`src/rtl/r4rot_pkg.sv`:
```
// shared types and constants for the 4d rotor rotation block
package r4rot_pkg;

  localparam int ROT_W      = 16;
  localparam int VEC_W      = 32;
  localparam int MAT_W      = 32;
  localparam int ENT_W      = 36;
  localparam int PROD_W     = 64;
  localparam int SUM_W      = 66;
  localparam int OUT_SHIFT  = 24;
  localparam int ENT_SHIFT  = 4;
  localparam int CFG_IDX_W  = 4;
  localparam int LANES      = 4;

  localparam logic signed [ROT_W-1:0] ROTOR_ONE  = 16'sd16384;
  localparam logic [1:0]              SETTLE_CYC = 2'd2;

  typedef enum logic [CFG_IDX_W-1:0] {
    REG_SCALAR = 4'd0,
    REG_B12    = 4'd1,
    REG_B13    = 4'd2,
    REG_B14    = 4'd3,
    REG_B23    = 4'd4,
    REG_B24    = 4'd5,
    REG_B34    = 4'd6,
    REG_PSEUDO = 4'd7
  } reg_idx_t;

  typedef struct packed {
    logic signed [ROT_W-1:0] s;
    logic signed [ROT_W-1:0] a12;
    logic signed [ROT_W-1:0] a13;
    logic signed [ROT_W-1:0] a14;
    logic signed [ROT_W-1:0] a23;
    logic signed [ROT_W-1:0] a24;
    logic signed [ROT_W-1:0] a34;
    logic signed [ROT_W-1:0] p;
  } rotor_t;

  typedef logic [LANES-1:0][MAT_W-1:0] row_t;
  typedef row_t [LANES-1:0]            mat_t;
  typedef logic [LANES-1:0][VEC_W-1:0] vec4_t;

  typedef struct packed {
    logic s1_en;
    logic s2_en;
  } lane_ctl_t;

endpackage

```
`src/rtl/r4rot_merge.sv`:
```
// collects the lane sums, rounds to q16.16 with saturation, holds the result item
module r4rot_merge import r4rot_pkg::*; (
  input  logic                    clk,
  input  logic                    load,
  input  logic [LANES-1:0][SUM_W-1:0] sums,
  output vec4_t                   res
);

  vec4_t res_r;
  vec4_t res_nxt;

  always_comb begin
    for (int i = 0; i < LANES; i++) begin
      logic [SUM_W-1:0]           t;
      logic [SUM_W-OUT_SHIFT-VEC_W:0] hi;
      t  = sums[i] + (SUM_W'(1) << (OUT_SHIFT - 1));
      hi = t[SUM_W-1:OUT_SHIFT+VEC_W-1];
      // upper bits all equal means the rounded value fits in 32 bits
      if ((&hi) || !(|hi)) begin
        res_nxt[i] = t[OUT_SHIFT+VEC_W-1:OUT_SHIFT];
      end else if (t[SUM_W-1]) begin
        res_nxt[i] = {1'b1, {(VEC_W-1){1'b0}}};
      end else begin
        res_nxt[i] = {1'b0, {(VEC_W-1){1'b1}}};
      end
    end
  end

  always_ff @(posedge clk) begin
    if (load) begin
      res_r <= res_nxt;
    end
  end

  assign res = res_r;

endmodule

```
`config.mk`:
```
export PLATFORM = sky130hd
export DESIGN_NAME = r4rot_merge
export DESIGN_NICKNAME = d
export VERILOG_FILES = /design/src/rtl/r4rot_pkg.sv /design/src/rtl/r4rot_merge.sv
export SDC_FILE = /design/constraint.sdc
export NUM_CORES = 1
export LEC_CHECK = 0
export ABC_AREA = 1
export BUFFER_PORTS_ARGS = -buffer_cell sky130_fd_sc_hd__buf_2
export CAP_MARGIN = 30
export CORE_ASPECT_RATIO = 0.8
export CORE_UTILIZATION = 37
export CTS_BUF_LIST = sky130_fd_sc_hd__clkbuf_8
export DETAILED_ROUTE_END_ITERATION = 7
export PLACE_DENSITY = 0.73
export SYNTH_ARGS = -nofsm -noshare
export SYNTH_HDL_FRONTEND = slang
export SYNTH_SLANG_ARGS = --single-unit
```
`constraint.sdc`:
```
create_clock -name clk -period 2.6 [get_ports clk]
set_input_delay 0.52 -clock clk [delete_from_list [all_inputs] [get_ports clk]]
set_output_delay 0.52 -clock clk [all_outputs]
set_load 0.005 [all_outputs]
```
==> metrics.cfg <==
[detailed_routing]
first_pass_iters=6
routedWlPerCell_um=15.1
final_antenna_net_count=0
drc=0
drtIter0Drc=752
num_vias=11100
wirelength_mm=34.8
viasPerCell=4.83

[power]
ir_drop_v=0.000307
leakage_nw=6.18
power.density_nw_per_um2=409
finalPower_mw=5.48

[setup_path]
crit_slowest_cell=ha_1
slowest_delay_ns=0.20
crit_fanout=22
start_kind=input pin
cp-end-kind=flop
critPathArrivalTime_ns=2.46
path_class=input pin to flop
required_ns=2.79
cp_cell_sequence=buf_2 > ha_1 > nand3_2 > inv_2 > nand3_1 > inv_1 > nand4_1 > nand2_1 > nand2_1 > nor2_1 > nand3_1 > nand3_2 > buf_12 > nand2_1
path_common_cell=nand2_1

[clocking]
htreeDepth=4
hold_buffers=0
cts_root_buf=clkbuf_8
postCtsSetupRepairBufs=0
cts_resized=0
clkTransAtPathRegs_ns=0.09
cts_buffers=17
cts_buffer_depth=2
cts_tree=built
cts_sinks=128

[floorplan]
fp.dieArea_um2=29100
fp-row-count=54
die_w_um=191
core_um2=27600
io_pins=394
start_util_pct=38.2
die_height_um=153

[placed_design]
pre_cts_ws_ns=-0.0971
portBuffers=301
placed_area_um2=12900
place_congestion=0.970
numPlacedInstances=2270
hpwl_mm=29.0

[sta]
maxSlewHeadroom_pct=70.5
max_freq_mhz=442
slew_viol_final=0
worstMarginPinSlew_ns=0.440
hold_slack_ns=0.470
rsz0062_at_grt=no
period_needed_ns=2.26
setup_viol=0
setup_tns_ns=0
layout_setup_ws_ns=0.338
min_period_over_period_pct=87.0
hold_viol_final=0

[grt]
overflow=0
antenna_found_initial=0
grt_max_degree=55
grt_pass1_wl_mm=54.4
grt_usage_pct=23.8
first_global_vias=10500

[synth]
yosys_warnings=0
postSynthAreaPerCell_um2=6.75
netlist_area_um2=10500
synthCells=1558
ys_types=24
syn_nets=1828
synth_area_leaders=edfxtp_1 37%, nand2_1 25%, nor2_1 8.9%, nand3_1 5.1%, xnor2_1 5.1%
ys_seq_elements=128
yosysSeqAreaShare_pct=36.5
synth_top_area_share_pct=36.5
synth_top_area_cell=edfxtp_1

[cells_and_area]
post-route-util_pct=48.6
fin_area_um2=13400
drive_gt1_share_pct=24.3
most-common-layout-cells=692 x nand2_1, 300 x buf_2, 249 x nor2_1
largest_reg_flops=128
fill_cells=2783
area_growth_pct=27.2
final_nets=2195
instances_no_fill=2302
final_common_cell=nand2_1

[min_path]
min_path_type=input pin to flop

[flow_run]
drv_cap=0

[outcome]
status=completed

[cell type report]
type,instances,area (um2),share of cell area (%)
Multi-Input combinational cell,1286,5990,44.7
Tap cell,364,455,3.40
Clock buffer,17,234,1.75
Timing Repair Buffer,372,2200,16.5
Antenna cell,1,2.50,0.0187
Inverter,120,450,3.37
Clock inverter,14,205,1.53
Sequential cell,128,3840,28.7
[synthesized netlist by cell type]
cell type  instances
nand2_2           10
inv_2              4
nand4_1           22
edfxtp_1         128
buf_4             12
o21ai_1            1
nor3_1            14
inv_1            116
xor2_1            59
nand2_1          692
nor3_2             2
nor2_1           249
nand2_4            1
buf_8              3
nand3_2           15
o21ai_0            1
nor2_4             8
xnor2_1           61
nor3b_2            1
nand3_1          108
buf_6              9
nor2_2            28
ha_1               4
nand3b_1          10
[path summary, 6_finish.rpt]
path | startpoint | to | slack [ns] | cells after the start
worst max-delay path | sums[23] | res[2] | 0.34 | 14
worst min-delay path | sums[156] | res[64] | 0.47 | 4
[where the power goes]
part           total (mW)  internal (mW)  switching (mW)
Clock                1.98           1.06           0.922
Sequential           2.49           2.45          0.0396
Combinational        1.00          0.398           0.606
[worst max-delay path, delay by kind of cell]
family	cells	cell delay (ns)
adders and majority gates	1	0.20
and+or+nand+nor	9	1.15
buffers and inverters	4	0.56
[logic make-up after synthesis]
logic type	after synthesis	synth area share (%)
XOR/XNOR	120	9.99
buffers and inverters	144	6.53
adder cells (fa/ha/maj)	4	0.476
AO/OA/AOI/OAI	2	0.0951
AND/OR/NAND/NOR	1160	46.4
flip-flops	128	36.5
[per-layer routing]
| layer | GRT usage, % | vias to the layer above | wire length (um) |
|---|---|---|---|
| li1 | - | 5648 | - |
| met1 | 34.1 | 5029 | 16700 |
| met2 | 37.0 | 399 | 15300 |
| met3 | 3.74 | 39 | 2260 |
| met4 | 6.59 | 0 | 542 |
| met5 | 0 | - | 0 |
No activity file was read; power rests on OpenSTA's default activity.
